$ cat src/rtl/core/deu_pkg.sv
// Package for the digitizer event unpacker: field widths, result codes,
// register indexes and the structs shared by the core, queue and top level.
// No dependencies.
`timescale 1ns / 1ps
`default_nettype none

package deu_pkg;

  // Largest trace length that a caller may request
  localparam int unsigned MaxTraceLen = 8192;

  // Field widths
  localparam int unsigned WordW   = 16;
  localparam int unsigned IdxW    = 18;
  localparam int unsigned ReqLenW = 14;
  localparam int unsigned KindW   = 2;
  localparam int unsigned EnergyW = 25;
  localparam int unsigned TsW     = 48;
  localparam int unsigned VecW    = 13;
  localparam int unsigned ChanW   = 4;
  localparam int unsigned SampleW = 17;

  // Configuration port
  localparam int unsigned CfgIdxW  = 2;
  localparam int unsigned CfgDataW = 14;

  localparam logic [CfgIdxW-1:0] CFG_LAYOUT_NEW   = 2'd0;
  localparam logic [CfgIdxW-1:0] CFG_INVERT_TRACE = 2'd1;
  localparam logic [CfgIdxW-1:0] CFG_REQ_LEN      = 2'd2;

  // Result kinds
  localparam logic [KindW-1:0] KIND_HEADER    = 2'd0;
  localparam logic [KindW-1:0] KIND_SAMPLE    = 2'd1;
  localparam logic [KindW-1:0] KIND_LEN_ERROR = 2'd2;

  // Trace start word per layout
  localparam logic [IdxW-1:0] TRACE_START_OLD = 18'd12;
  localparam logic [IdxW-1:0] TRACE_START_NEW = 18'd14;

  // Result queue: depth and the fill level at which a new word may enter
  localparam int unsigned QDepth = 8;
  localparam int unsigned QPtrW  = $clog2(QDepth);
  localparam int unsigned QCntW  = QPtrW + 1;
  localparam logic [QCntW-1:0] QAcceptLimit = QCntW'(QDepth - 2);

  typedef struct packed {
    logic               layout_new;
    logic               invert_trace;
    logic [ReqLenW-1:0] req_len;
  } cfg_t;

  typedef struct packed {
    logic [KindW-1:0]          kind;
    logic [EnergyW-1:0]        energy;
    logic [TsW-1:0]            timestamp;
    logic [VecW-1:0]           vector;
    logic [ChanW-1:0]          channel;
    logic signed [SampleW-1:0] sample;
    logic                      last;
  } res_t;

  // Up to two results produced by one word, in output order
  typedef struct packed {
    logic push0;
    logic push1;
    res_t res0;
    res_t res1;
  } push_t;

endpackage

`default_nettype wire

$ cat src/rtl/core/deu_ifs.sv
// Handshake channels of the digitizer event unpacker: input words,
// results and configuration writes. Depends on deu_pkg.
`timescale 1ns / 1ps
`default_nettype none

interface deu_in_if
  import deu_pkg::*;
  ();
  logic              valid;
  logic              ready;
  logic [WordW-1:0]  data_word;

  modport source (output valid, output data_word, input ready);
  modport sink   (input valid, input data_word, output ready);
endinterface

interface deu_out_if
  import deu_pkg::*;
  ();
  logic                      valid;
  logic                      ready;
  logic [KindW-1:0]          kind;
  logic [EnergyW-1:0]        energy;
  logic [TsW-1:0]            timestamp;
  logic [VecW-1:0]           vector;
  logic [ChanW-1:0]          channel;
  logic signed [SampleW-1:0] sample;
  logic                      last;

  modport source (output valid, output kind, output energy, output timestamp,
                  output vector, output channel, output sample, output last,
                  input ready);
  modport sink   (input valid, input kind, input energy, input timestamp,
                  input vector, input channel, input sample, input last,
                  output ready);
endinterface

interface deu_cfg_if
  import deu_pkg::*;
  ();
  logic                valid;
  logic                ready;
  logic [CfgIdxW-1:0]  index;
  logic [CfgDataW-1:0] data;

  modport source (output valid, output index, output data, input ready);
  modport sink   (input valid, input index, input data, output ready);
endinterface

`default_nettype wire

$ cat src/rtl/core/deu_core.sv
// Word decoder of the digitizer event unpacker: input register, event
// position state, header capture and trace decode. Depends on deu_pkg.
`timescale 1ns / 1ps
`default_nettype none

module deu_core
  import deu_pkg::*;
(
  input  wire logic             clk,
  input  wire logic             rst_n,
  input  wire cfg_t             cfg,
  input  wire logic             word_accept,
  input  wire logic [WordW-1:0] word_data,
  output logic                  stage_busy,
  output push_t                 push
);

  // Input register
  logic             in_valid_r;
  logic [WordW-1:0] in_word_r;

  // Event position and per-event state
  logic [IdxW-1:0]  word_index_r, word_index_nxt;
  logic [IdxW-1:0]  event_words_r, event_words_nxt;
  logic [IdxW-1:0]  trace_words_r, trace_words_nxt;
  logic             lay_q_r, lay_q_nxt;
  logic             inv_q_r, inv_q_nxt;
  logic [WordW-1:0] pending_word_r, pending_word_nxt;
  logic [WordW-1:0] hdr_r [0:5];

  // Header decode
  logic [WordW-1:0]   h0, h1;
  logic [21:0]        raw_old;
  logic [EnergyW-1:0] raw_new, mag;
  logic [IdxW-1:0]    len, len_raw, start_hdr, avail, k_pre, k_fin;
  logic [IdxW:0]      k_even;
  logic               len_err;
  logic [VecW-1:0]    vec;
  logic [ChanW-1:0]   chan;

  // Trace decode
  logic [IdxW-1:0]           start_tr, j;
  logic [IdxW:0]             wtot, idx_inc;
  logic                      in_trace;
  logic signed [SampleW-1:0] smp_cur, smp_pend;

  assign stage_busy = in_valid_r;

  // Decode one trace word with the latched layout and inversion
  function automatic logic signed [SampleW-1:0] decode_word(
    input logic [WordW-1:0] w,
    input logic             lay,
    input logic             inv
  );
    logic signed [SampleW-1:0] s;
    if (lay) begin
      s = SampleW'($signed(w));
    end else begin
      s = $signed({5'd0, w[11], 11'd0}) - $signed({6'd0, w[10:0]});
    end
    if (inv) begin
      s = -s;
    end
    return s;
  endfunction

  // Header fields; word 7 is the word in the input register
  always_comb begin
    h0      = hdr_r[0];
    h1      = hdr_r[1];
    raw_old = {in_word_r[5:0], hdr_r[4]};
    raw_new = {in_word_r[8:0], hdr_r[4]};
    if (cfg.layout_new) begin
      mag       = raw_new[EnergyW-1] ? (~raw_new + 25'd1) : raw_new;
      vec       = {8'd0, h0[15:11]};
      chan      = h1[3:0];
      len_raw   = {7'd0, h0[9:0], 1'b0} + 18'd2;
      start_hdr = TRACE_START_NEW;
      k_pre     = {4'd0, cfg.req_len};
    end else begin
      mag       = {3'd0, raw_old[21] ? (~raw_old + 22'd1) : raw_old};
      vec       = h1[15:3];
      chan      = {1'b0, h1[2:0]};
      len_raw   = {1'b0, h0, 1'b0} + 18'd2;
      start_hdr = TRACE_START_OLD;
      k_pre     = (h0 >= 16'd7) ? ({1'b0, h0, 1'b0} - 18'd14) : '0;
    end
    len     = (len_raw < 18'd8) ? 18'd8 : len_raw;
    avail   = (len > start_hdr) ? (len - start_hdr) : '0;
    len_err = ({4'd0, cfg.req_len} > IdxW'(MaxTraceLen));
    k_even  = {1'b0, k_pre} + {{IdxW{1'b0}}, k_pre[0]};
    if (len_err) begin
      k_fin = '0;
    end else if (k_even > {1'b0, avail}) begin
      k_fin = avail;
    end else begin
      k_fin = k_pre;
    end
  end

  // Trace position and samples
  always_comb begin
    start_tr = lay_q_r ? TRACE_START_NEW : TRACE_START_OLD;
    j        = word_index_r - start_tr;
    wtot     = {1'b0, trace_words_r} + {{IdxW{1'b0}}, trace_words_r[0]};
    in_trace = (word_index_r > 18'd7) && (word_index_r >= start_tr) &&
               ({1'b0, j} < wtot);
    smp_cur  = decode_word(in_word_r, lay_q_r, inv_q_r);
    smp_pend = decode_word(pending_word_r, lay_q_r, inv_q_r);
    idx_inc  = {1'b0, word_index_r} + 19'd1;
  end

  // Results and next state for the word in the input register
  always_comb begin
    push             = '0;
    word_index_nxt   = word_index_r;
    event_words_nxt  = event_words_r;
    trace_words_nxt  = trace_words_r;
    lay_q_nxt        = lay_q_r;
    inv_q_nxt        = inv_q_r;
    pending_word_nxt = pending_word_r;
    if (in_valid_r) begin
      if (word_index_r == 18'd7) begin
        lay_q_nxt              = cfg.layout_new;
        inv_q_nxt              = cfg.invert_trace;
        event_words_nxt        = len;
        trace_words_nxt        = k_fin;
        push.push0             = 1'b1;
        push.res0.kind         = KIND_HEADER;
        push.res0.energy       = mag;
        push.res0.timestamp    = {hdr_r[5], hdr_r[2], hdr_r[3]};
        push.res0.vector       = vec;
        push.res0.channel      = chan;
        push.res0.last         = (k_fin == '0) && !len_err;
        if (len_err) begin
          push.push1      = 1'b1;
          push.res1.kind  = KIND_LEN_ERROR;
          push.res1.last  = 1'b1;
        end
      end else if (in_trace) begin
        if (!j[0]) begin
          pending_word_nxt = in_word_r;
        end else begin
          push.push0       = 1'b1;
          push.res0.kind   = KIND_SAMPLE;
          push.res0.sample = smp_cur;
          push.res0.last   = (j == trace_words_r);
          if (j < trace_words_r) begin
            push.push1       = 1'b1;
            push.res1.kind   = KIND_SAMPLE;
            push.res1.sample = smp_pend;
            push.res1.last   = (j + 18'd1 == trace_words_r);
          end
        end
      end
      // Advance or wrap at the event end; word 7 sees the new length
      if ((word_index_r >= 18'd7) &&
          (idx_inc >= {1'b0, (word_index_r == 18'd7) ? len : event_words_r})) begin
        word_index_nxt = '0;
      end else begin
        word_index_nxt = idx_inc[IdxW-1:0];
      end
    end
  end

  // Control state
  always_ff @(posedge clk) begin
    if (!rst_n) begin
      in_valid_r     <= 1'b0;
      word_index_r   <= '0;
      event_words_r  <= '0;
      trace_words_r  <= '0;
      lay_q_r        <= 1'b1;
      inv_q_r        <= 1'b0;
      pending_word_r <= '0;
    end else begin
      in_valid_r     <= word_accept;
      word_index_r   <= word_index_nxt;
      event_words_r  <= event_words_nxt;
      trace_words_r  <= trace_words_nxt;
      lay_q_r        <= lay_q_nxt;
      inv_q_r        <= inv_q_nxt;
      pending_word_r <= pending_word_nxt;
    end
  end

  // Input word and header capture
  always_ff @(posedge clk) begin
    if (word_accept) begin
      in_word_r <= word_data;
    end
    if (in_valid_r && (word_index_r < 18'd6)) begin
      hdr_r[word_index_r[2:0]] <= in_word_r;
    end
  end

endmodule

`default_nettype wire

$ cat src/rtl/core/deu_result_fifo.sv
// Result queue of the digitizer event unpacker: takes up to two results a
// cycle and hands out one per output transfer. Depends on deu_pkg.
`timescale 1ns / 1ps
`default_nettype none

module deu_result_fifo
  import deu_pkg::*;
(
  input  wire logic         clk,
  input  wire logic         rst_n,
  input  wire push_t        push,
  input  wire logic         pop,
  output logic              not_empty,
  output res_t              head,
  output logic [QCntW-1:0]  count
);

  res_t              mem_r [0:QDepth-1];
  logic [QPtrW-1:0]  wr_ptr_r, wr_ptr_nxt;
  logic [QPtrW-1:0]  rd_ptr_r, rd_ptr_nxt;
  logic [QCntW-1:0]  count_r, count_nxt;
  logic [QPtrW-1:0]  wr_ptr_p1;
  logic [1:0]        n_push;

  assign not_empty = (count_r != '0);
  assign head      = mem_r[rd_ptr_r];
  assign count     = count_r;

  // Pointer and fill level update
  always_comb begin
    n_push     = {1'b0, push.push0} + {1'b0, push.push1};
    wr_ptr_p1  = wr_ptr_r + QPtrW'(1);
    wr_ptr_nxt = wr_ptr_r + QPtrW'(n_push);
    rd_ptr_nxt = pop ? (rd_ptr_r + QPtrW'(1)) : rd_ptr_r;
    count_nxt  = count_r + QCntW'(n_push) - QCntW'(pop);
  end

  always_ff @(posedge clk) begin
    if (!rst_n) begin
      wr_ptr_r <= '0;
      rd_ptr_r <= '0;
      count_r  <= '0;
    end else begin
      wr_ptr_r <= wr_ptr_nxt;
      rd_ptr_r <= rd_ptr_nxt;
      count_r  <= count_nxt;
    end
  end

  // Store results in order; the second goes behind the first
  always_ff @(posedge clk) begin
    if (push.push0) begin
      mem_r[wr_ptr_r] <= push.res0;
    end
    if (push.push1) begin
      mem_r[wr_ptr_p1] <= push.res1;
    end
  end

endmodule

`default_nettype wire

$ cat src/rtl/core/digitizer_event_unpacker_unit.sv
// Digitizer event unpacker, top level: configuration registers, word
// decoder and result queue. Depends on deu_pkg, deu_ifs, deu_core, deu_result_fifo.
// Results are decoded from the input register and registered in the result queue.
// Throughput: one word per cycle while the result queue has room; each word
// yields at most two results, which leave at one per output transfer.
// Reset: synchronous active-low rst_n clears the event position, the queue
// and sets the registers to layout_new = 1, invert_trace = 0, length 0.
`timescale 1ns / 1ps
`default_nettype none

module digitizer_event_unpacker_unit
  import deu_pkg::*;
(
  input  wire logic   clk,
  input  wire logic   rst_n,
  deu_in_if.sink      in_ch,
  deu_out_if.source   out_ch,
  deu_cfg_if.sink     cfg_ch
);

  cfg_t              cfg_r;
  logic              word_accept;
  logic              stage_busy;
  push_t             push;
  logic              q_not_empty;
  res_t              q_head;
  logic [QCntW-1:0]  q_count;
  logic [QCntW-1:0]  q_reserved;

  // Configuration writes are always taken
  assign cfg_ch.ready = 1'b1;

  always_ff @(posedge clk) begin
    if (!rst_n) begin
      cfg_r.layout_new   <= 1'b1;
      cfg_r.invert_trace <= 1'b0;
      cfg_r.req_len      <= '0;
    end else if (cfg_ch.valid) begin
      unique case (cfg_ch.index)
        CFG_LAYOUT_NEW:   cfg_r.layout_new   <= cfg_ch.data[0];
        CFG_INVERT_TRACE: cfg_r.invert_trace <= cfg_ch.data[0];
        CFG_REQ_LEN:      cfg_r.req_len      <= cfg_ch.data[ReqLenW-1:0];
        default:          ;
      endcase
    end
  end

  // Accept a word while the queue has room for its results and for those
  // of the word already in the input register
  assign q_reserved   = q_count + (stage_busy ? QCntW'(2) : QCntW'(0));
  assign in_ch.ready  = (q_reserved <= QAcceptLimit);
  assign word_accept  = in_ch.valid && in_ch.ready;

  deu_core u_core (
    .clk         (clk),
    .rst_n       (rst_n),
    .cfg         (cfg_r),
    .word_accept (word_accept),
    .word_data   (in_ch.data_word),
    .stage_busy  (stage_busy),
    .push        (push)
  );

  deu_result_fifo u_fifo (
    .clk       (clk),
    .rst_n     (rst_n),
    .push      (push),
    .pop       (out_ch.valid && out_ch.ready),
    .not_empty (q_not_empty),
    .head      (q_head),
    .count     (q_count)
  );

  // Drive the result channel from the queue head
  assign out_ch.valid     = q_not_empty;
  assign out_ch.kind      = q_head.kind;
  assign out_ch.energy    = q_head.energy;
  assign out_ch.timestamp = q_head.timestamp;
  assign out_ch.vector    = q_head.vector;
  assign out_ch.channel   = q_head.channel;
  assign out_ch.sample    = q_head.sample;
  assign out_ch.last      = q_head.last;

endmodule

`default_nettype wire
$ cat src/flat_wrapper.sv
// flat-port wrapper written by rule: the top's interface ports become plain ports
module digitizer_event_unpacker_unit_flat import deu_pkg::*;
  (clk, rst_n, in_ch_valid, in_ch_data_word, in_ch_ready, out_ch_valid, out_ch_kind, out_ch_energy, out_ch_timestamp, out_ch_vector, out_ch_channel, out_ch_sample, out_ch_last, out_ch_ready, cfg_ch_valid, cfg_ch_index, cfg_ch_data, cfg_ch_ready);
  deu_in_if in_ch_i ();
  deu_out_if out_ch_i ();
  deu_cfg_if cfg_ch_i ();
  input  wire logic clk;
  input  wire logic rst_n;
  input wire logic [$bits(in_ch_i.valid)-1:0] in_ch_valid;
  input wire logic [$bits(in_ch_i.data_word)-1:0] in_ch_data_word;
  output wire logic [$bits(in_ch_i.ready)-1:0] in_ch_ready;
  output wire logic [$bits(out_ch_i.valid)-1:0] out_ch_valid;
  output wire logic [$bits(out_ch_i.kind)-1:0] out_ch_kind;
  output wire logic [$bits(out_ch_i.energy)-1:0] out_ch_energy;
  output wire logic [$bits(out_ch_i.timestamp)-1:0] out_ch_timestamp;
  output wire logic [$bits(out_ch_i.vector)-1:0] out_ch_vector;
  output wire logic [$bits(out_ch_i.channel)-1:0] out_ch_channel;
  output wire logic [$bits(out_ch_i.sample)-1:0] out_ch_sample;
  output wire logic [$bits(out_ch_i.last)-1:0] out_ch_last;
  input wire logic [$bits(out_ch_i.ready)-1:0] out_ch_ready;
  input wire logic [$bits(cfg_ch_i.valid)-1:0] cfg_ch_valid;
  input wire logic [$bits(cfg_ch_i.index)-1:0] cfg_ch_index;
  input wire logic [$bits(cfg_ch_i.data)-1:0] cfg_ch_data;
  output wire logic [$bits(cfg_ch_i.ready)-1:0] cfg_ch_ready;
  assign in_ch_i.valid = in_ch_valid;
  assign in_ch_i.data_word = in_ch_data_word;
  assign in_ch_ready = in_ch_i.ready;
  assign out_ch_valid = out_ch_i.valid;
  assign out_ch_kind = out_ch_i.kind;
  assign out_ch_energy = out_ch_i.energy;
  assign out_ch_timestamp = out_ch_i.timestamp;
  assign out_ch_vector = out_ch_i.vector;
  assign out_ch_channel = out_ch_i.channel;
  assign out_ch_sample = out_ch_i.sample;
  assign out_ch_last = out_ch_i.last;
  assign out_ch_i.ready = out_ch_ready;
  assign cfg_ch_i.valid = cfg_ch_valid;
  assign cfg_ch_i.index = cfg_ch_index;
  assign cfg_ch_i.data = cfg_ch_data;
  assign cfg_ch_ready = cfg_ch_i.ready;
  digitizer_event_unpacker_unit u_core (.clk(clk), .rst_n(rst_n), .in_ch(in_ch_i), .out_ch(out_ch_i), .cfg_ch(cfg_ch_i));
endmodule
$ cat config.mk
export PLATFORM = sky130hd
export DESIGN_NAME = digitizer_event_unpacker_unit_flat
export DESIGN_NICKNAME = d
export VERILOG_FILES = /design/src/rtl/core/deu_pkg.sv /design/src/rtl/core/deu_ifs.sv /design/src/rtl/core/deu_core.sv /design/src/rtl/core/deu_result_fifo.sv /design/src/rtl/core/digitizer_event_unpacker_unit.sv /design/src/flat_wrapper.sv
export SDC_FILE = /design/constraint.sdc
export NUM_CORES = 2
export LEC_CHECK = 0
export CORE_AREA = 3 3 391 393
export CTS_BUF_LIST = sky130_fd_sc_hd__clkbuf_8
export CTS_CLUSTER_SIZE = 14
export DETAILED_ROUTE_END_ITERATION = 8
export DIE_AREA = 0 0 394 396
export DONT_BUFFER_PORTS = 1
export PLACE_DENSITY_LB_ADDON = 0.15
export SYNTH_ARGS = -nofsm -noshare
export SYNTH_HDL_FRONTEND = slang
export SYNTH_HIERARCHICAL = 1
export SYNTH_SLANG_ARGS = --single-unit
$ cat constraint.sdc
create_clock -name clk -period 13.2 [get_ports clk]
set_input_delay 1.32 -clock clk [delete_from_list [all_inputs] [get_ports clk]]
set_output_delay 1.32 -clock clk [all_outputs]
set_load 0.01 [all_outputs]
# Word-level counts from Yosys, hierarchy flattened
# Memories as Yosys holds them, arrays and structs flattened. A register that Yosys moved wholly into a read port is not among the register bits.
# Index checks and enable logic that the tools add are counted.
# Widths: inputs -> output; s select.
dict set report classes {
  reduce_logical 16
  bitwise 4
  n_eq_ne 5
  mux 48
  magnitude_cmp 13
  addsub 22
}
# operator count
set op_table {}
lappend op_table {{$mux 18} 13}
lappend op_table {{$mux 114} 1}
lappend op_table {{$mux 17} 6}
lappend op_table {{$mux 90} 1}
lappend op_table {{$mux 25} 2}
lappend op_table {{$mux 20} 2}
lappend op_table {{$add 18x1->19} 2}
lappend op_table {{$eq 18x18->1} 2}
lappend op_table {{$neg 17->17} 2}
lappend op_table {{$sub 12x11->13} 2}
lappend op_table {{$add 25x1->25 const B} 1}
lappend op_table {{$not 25->25} 1}
lappend op_table {{$add 22x1->22 const B} 1}
lappend op_table {{$mux 22} 1}
lappend op_table {{$not 22->22} 1}
lappend op_table {{$add 18x1->19 const B} 1}
lappend op_table {{$ge 19x18->1} 1}
lappend op_table {{$gt 19x18->1} 1}
lappend op_table {{$lt 18x19->1} 1}
lappend op_table {{$add 17x2->18 const B} 1}
lappend op_table {{$add 18x1->18 const B} 1}
lappend op_table {{$eq 18x3->1 const B} 1}
lappend op_table {{$ge 18x3->1 const B} 1}
lappend op_table {{$ge 18x4->1} 1}
lappend op_table {{33 further kinds} 61}
dict set report totals {
  memories 2
  inputBits 37
  out_inout_bits 113
  register_bits 115
  ram_bits 976
  word_cells 124
}
# memory words width read_ports rd_ports_with_merged_regs write_ports line_no
set memory_table {}
lappend memory_table {u_core.u_fifo.mem_r 8 110 1 1 2 deu_result_fifo.sv:18} ;# res_t mem_r [0:QDepth-1];
lappend memory_table {u_core.u_core.hdr_r 6 16 6 0 1 deu_core.sv:29} ;# logic [WordW-1:0] hdr_r [0:5];

# Logic depth before layout (Yosys ltp)
# An unclocked memory read counts as a cell.
dict set report depth {
  ltp_word 17
  ltp_mapped 29
  depth_no_buf 26
}

# Modules after synthesis
# Netlist, hierarchy kept.
# module cells_per_inst area_per_inst_um2 instances seq_area_each_um2
set by_module_without_submodules {}
lappend by_module_without_submodules {deu_result_fifo 2335 44336.3 1 26685.6}
lappend by_module_without_submodules {deu_core 1772 14767.9 1 4824.6}
lappend by_module_without_submodules {digitizer_event_unpacker_unit 80 738.2 1 320.3}

# Least setup slack after synthesis
# OpenSTA, ideal clock, no wires.
dict set report synth_timing {
  path_type {reg2reg}
  from {reg u_core.u_core.word_index_r[1]}
  to {mem u_core/u_fifo/mem_r[2][0] (netlist name) (enable)}
  period_less_slack_ns 12.328
  path_stages_with_launch 22
  path_buffers 3
  path_slack_ns 0.872
  required_ns 12.459
  setup_ns 0.741
  arrival_ns 11.587
  path_cell_list {dfxtp_1 -> inv_1 -> ha_1 -> inv_1 -> ha_1 -> and2_1 -> clkbuf_1 -> nor3_1 -> xnor2_1 -> inv_1 -> ha_1 -> nand4_1 -> nor2_1 -> nor4_1 -> a31oi_1 -> o21ai_1 -> nand3_1 -> clkbuf_1 -> buf_1 -> nand2_1 -> nand2_1 -> o31ai_1}
}
# item line_no
set synth_lines {}
lappend synth_lines {{start: declaration} deu_core.sv:23} ;# logic [IdxW-1:0] word_index_r, word_index_nxt;
lappend synth_lines {{start signal: assignment} deu_core.sv:178} ;# word_index_r <= word_index_nxt;
lappend synth_lines {{end: declaration} deu_result_fifo.sv:18}

==> results.md <==
- Multi-input logic area: between 20000 and 30000 sq um
- CP endpoint kind: flip-flop
- Clock Latency Late Sink: slightly above 0.9 ns
- Maxcap violations: 0
- P_leak: ~22 nW
- TritonCTS clock tree: done
- Yosys top cell by area: edfxtp_1
- Post-DR vias/cell: between 5 and 6
- Crit share post-route: about two thirds
- Worst setup margin: approximately 4.6 ns
- Slew headroom: about 22%
- Setup Crit Path Kind: flip-flop to flip-flop
- M2 GR Usage: 36.7%
- Rows: 142
- CTS HTree Levels: 4
- Critical path peak fanout: 111
- Pin count of the biggest net entering global routing: 139
- Sw Ratio: roughly 29%
- Synth unique cells: 90
- # DRC: 0
- Placer Congestion: 0.841
- Post-Synthesis Cells: 4187
- Setup crit start: u_core/u_core/word_index_r[1]
- WL per Instance: 27.0 microns
- Flop pwr share: 48.4%
- CP max stage delay: around 0.83 ns
- Core footprint: 150000 sq um
- Final setup vio count: 0
- Gr busiest metal: met2
- Clock power share: between 30% and 40%
- DP HPWL: about 97 mm
- Via count: 35500
- First-pass GRT wire length: 254 mm
- Drt first-iter violations: between 2000 and 3000
- NetSw: between 2 and 2.5 mW
- Placed Area: ~61000 sq um
- Top_reg_cell synth: edfxtp_1
- Power per Cell Area: about 120 nW/um^2
- Antenna Nets Post-Route: 0
- I/O Buffers: 0
- Clk slew on worst S/H paths: 0.06 ns
- Pre-antenna DRT Iters: 5
- Initial core utilization: between 30% and 40%
- Die area: between 150000 and 200000 sq um
- GR Overflow Total: 0
- VDD IR max: around 0.000074 V
- Vias in the first global route: between 30000 and 40000
- Reg area: between 30000 and 40000 sq um
- Crit path required time: ~14 ns
- Top cell type's share of synthesized area: about half
- FF-to-FF setup slack: roughly 4.6 ns
- Run status: finished clean
- M1 GR Usage: approximately 29%
- Mapped Avg Cell Area: between 10 and 15 sq um
- Slowest-stage cell, CP: buf_4
- WP data arrival: roughly 9 ns
- Chip Width: a little under 400 microns
- Worst r2r path cells: 24
- Clock skew: 0.0395 ns
- Worst flop-to-flop path startpoint: u_core/u_core/word_index_r[1]
- Yosys warns: 6
- CTS Root Cell: clkbuf_8
- Worst slew pin tran: 1.17 ns
- EDFF count, synth: 992
- Deepest clock path buffer count: 3
- Non-Filler Instances: between 6000 and 7000
- Place WS: ~4.6 ns
- Num CTS Buffers: roughly 190
- Highest clock rate: roughly 120 MHz
- Final net count: 4332
- Post-synthesis cell area: 59800 sq um
- Max-slew violations: 0
- Min-Delay Path Class: flip-flop to flip-flop
- Resize count post-CTS: 0
- Worst reg2reg endpoint: u_core/u_fifo/mem_r[0][87]
- CP Launch Type: flip-flop
- Die Height: 396 microns
- CP endpoint: u_core/u_fifo/mem_r[0][87]
- FF+latch count, synth: 1094
- Antenna violations before repair: 13
- Drt total wl: between 150 and 200 mm
- CP cell instances: inv_1, ha_1, inv_1, ha_1, and2_1, nor2_1, xnor2_1, inv_1, ha_1, a2111oi_0, nand3_1, nand2_1, a31oi_1, o21ai_1, nand3_1, buf_4, a211o_1, o21ai_0, nand2_1, nor3_4, buf_12, or2_4, buf_4, buf_4
- CTS Sinks: between 1000 and 1500
- Synthesis-to-finish area growth: 8.43%
- Setup TNS: 0 ns
- Fill cell count: 13700
- Asr flop ratio synth: 0%
- Postcts setup bufs: 0
- RSZ-0062 raised after global routing: no
- Synth top area cells: edfxtp_1 50%, mux2_2 18%, mux4_2 8.3%
- Hold Path Origin: u_core/u_core/event_words_r[16]
- Fin. Hold Viols: 0
- Gate power share: 15.6%
- Hold_buf cts: 0
- Period minus WS final: approximately 8.6 ns
- GRT Total Usage: between 20% and 30%
- Layout cell share with drive strength beyond 1: between 30% and 40%
- DP Cell Count: roughly 6000
- Met3 Use GR: 4.03%
- Final non-filler cell area: roughly 65000 sq um
- Sequential share of the synthesized area: between 50% and 60%
- IO Count: 150
- Internal: between 5 and 6 mW
[cell usage after synthesis, drive strengths merged (53+ instances only)]
cell type	instances
xor2	55
xnor2	128
mux4	220
dfxtp	102
mux2	994
and2	86
inv	73
clkbuf	111
edfxtp	992
nor3	59
ha	98
o21ai	63
buf	247
nand3	53
nand2	158
a21oi	113
nor2	230
[layout make-up]
cell class | count | share of cell area, %
Clock inverter | 139 | 1.05
Multi-Input combinational cell | 2753 | 40.3
Tap cell | 2016 | 3.89
Sequential cell | 1094 | 49.1
Timing Repair Buffer | 79 | 1.01
Inverter | 73 | 0.422
Antenna cell | 6 | 0.0231
Clock buffer | 200 | 4.24
[power groups by stage]
| stage | sequential (mW) | combinational (mW) | clock [mW] |
|---|---|---|---|
| 2_1_floorplan | 3.87 | 0.895 | 0 |
| 3_3_place_gp | 3.93 | 1.26 | 0 |
| 3_5_place_dp | 3.93 | 1.26 | 0 |
| 4_1_cts | 3.86 | 1.26 | 2.97 |
| 5_1_grt | 3.86 | 1.33 | 3.13 |
| 6_report | 3.85 | 1.24 | 2.87 |
[sequential cells by signal, summed over array words and instances, names as in the netlist, named ones only]
signal,cells
u_core/u_core/word_index_r,18
u_core/u_fifo/wr_ptr_r,3
u_core/u_fifo/mem_r,880
u_core/u_fifo/count,4
u_core/u_core/stage_busy,1
u_core/u_core/lay_q_r,1
u_core/u_core/in_word_r,16
u_core/u_core/trace_words_r,18
u_core/u_core/pending_word_r,16
u_core/u_core/inv_q_r,1
u_core/u_fifo/rd_ptr_r,3
u_core/u_core/hdr_r,96
u_core/u_core/event_words_r,18
u_core/cfg_r,16
[metrics by stage]
stage,utilization [%],hold WS (ns),power [mW]
2_1_floorplan,-,0.432,4.77
3_3_place_gp,41.0,0.439,5.18
3_5_place_dp,41.0,0.445,5.18
4_1_cts,43.3,0.374,8.09
5_1_grt,43.3,0.393,8.32
6_report,43.3,0.454,7.96
[per-layer routing]
| metal | part of all wire (%) | vias to the layer above | routed length, microns |
|---|---|---|---|
| li1 | - | 16000 | - |
| met1 | 43 | 18300 | 74300 |
| met2 | 48 | 951 | 83100 |
| met3 | 5.2 | 266 | 8970 |
| met4 | 3.0 | 2 | 5140 |
| met5 | 0.0076 | - | 13 |
[kinds of logic after synthesis]
group | Yosys count | share of synthesized area (%)
muxes | 1265 | 27.8
DFF | 1094 | 53.2
and+or+nand+nor | 764 | 6.36
buffers and inverters | 431 | 4.04
AOI/OAI and AO/OA | 348 | 3.74
xor gates and xnor gates | 183 | 2.70
adders and majority gates | 100 | 2.12
other | 2 | 0.0125
[critical path: cells and delay by family (launching register included)]
kind	cells	cell delay [ns]
fa+ha+maj	3	0.80
flops	1	0.52
compound gates	5	1.57
xor+xnor	1	0.45
simple gates	8	1.96
buf+inv	7	2.81
[worst min-delay path by stage]
| stage | cells past startpoint | end | slack, ns |
|---|---|---|---|
| 3_5_place_dp | 2 | u_core/u_core/event_words_r[16] | 0.45 |
| 2_1_floorplan | 2 | u_core/u_core/event_words_r[17] | 0.43 |
| 4_1_cts | 0 | u_core/u_core/in_word_r[9] | 0.37 |
| 5_1_grt | 0 | u_core/u_core/in_word_r[1] | 0.39 |
| 6_report | 2 | u_core/u_core/event_words_r[16] | 0.45 |
| 3_3_place_gp | 2 | u_core/u_core/event_words_r[17] | 0.44 |
[layout by cell type (no fill, tap or decap), types with 14 or more instances in the layout]
| master | netlist | layout |
|---|---|---|
| nand3_1 | 52 | 51 |
| a21oi_1 | 113 | 113 |
| nor4_1 | 30 | 28 |
| buf_4 | 154 | 73 |
| nand2_1 | 158 | 156 |
| nor2_1 | 229 | 226 |
| dfxtp_1 | 102 | 98 |
| nor2b_1 | 21 | 21 |
| o21a_1 | 16 | 16 |
| a211oi_1 | 29 | 29 |
| clkinv_1 | 0 | 35 |
| xor2_1 | 54 | 54 |
| o21ai_0 | 56 | 54 |
| clkinv_2 | 0 | 14 |
| conb_1 | 2 | 93 |
| and3_1 | 21 | 20 |
| a21o_1 | 16 | 16 |
| edfxtp_1 | 992 | 992 |
| or3_1 | 17 | 17 |
| xnor2_1 | 127 | 127 |
| mux2i_1 | 51 | 51 |
| clkbuf_8 | 0 | 200 |
| nand2b_1 | 18 | 18 |
| and2_1 | 85 | 85 |
| nor3_1 | 57 | 55 |
| mux2_2 | 943 | 943 |
| nand4_1 | 22 | 22 |
| mux4_2 | 220 | 220 |
| a31oi_1 | 20 | 20 |
| mux2_1 | 51 | 51 |
| inv_1 | 73 | 145 |
| ha_1 | 98 | 98 |
No activity file was read; power rests on OpenSTA's default activity.
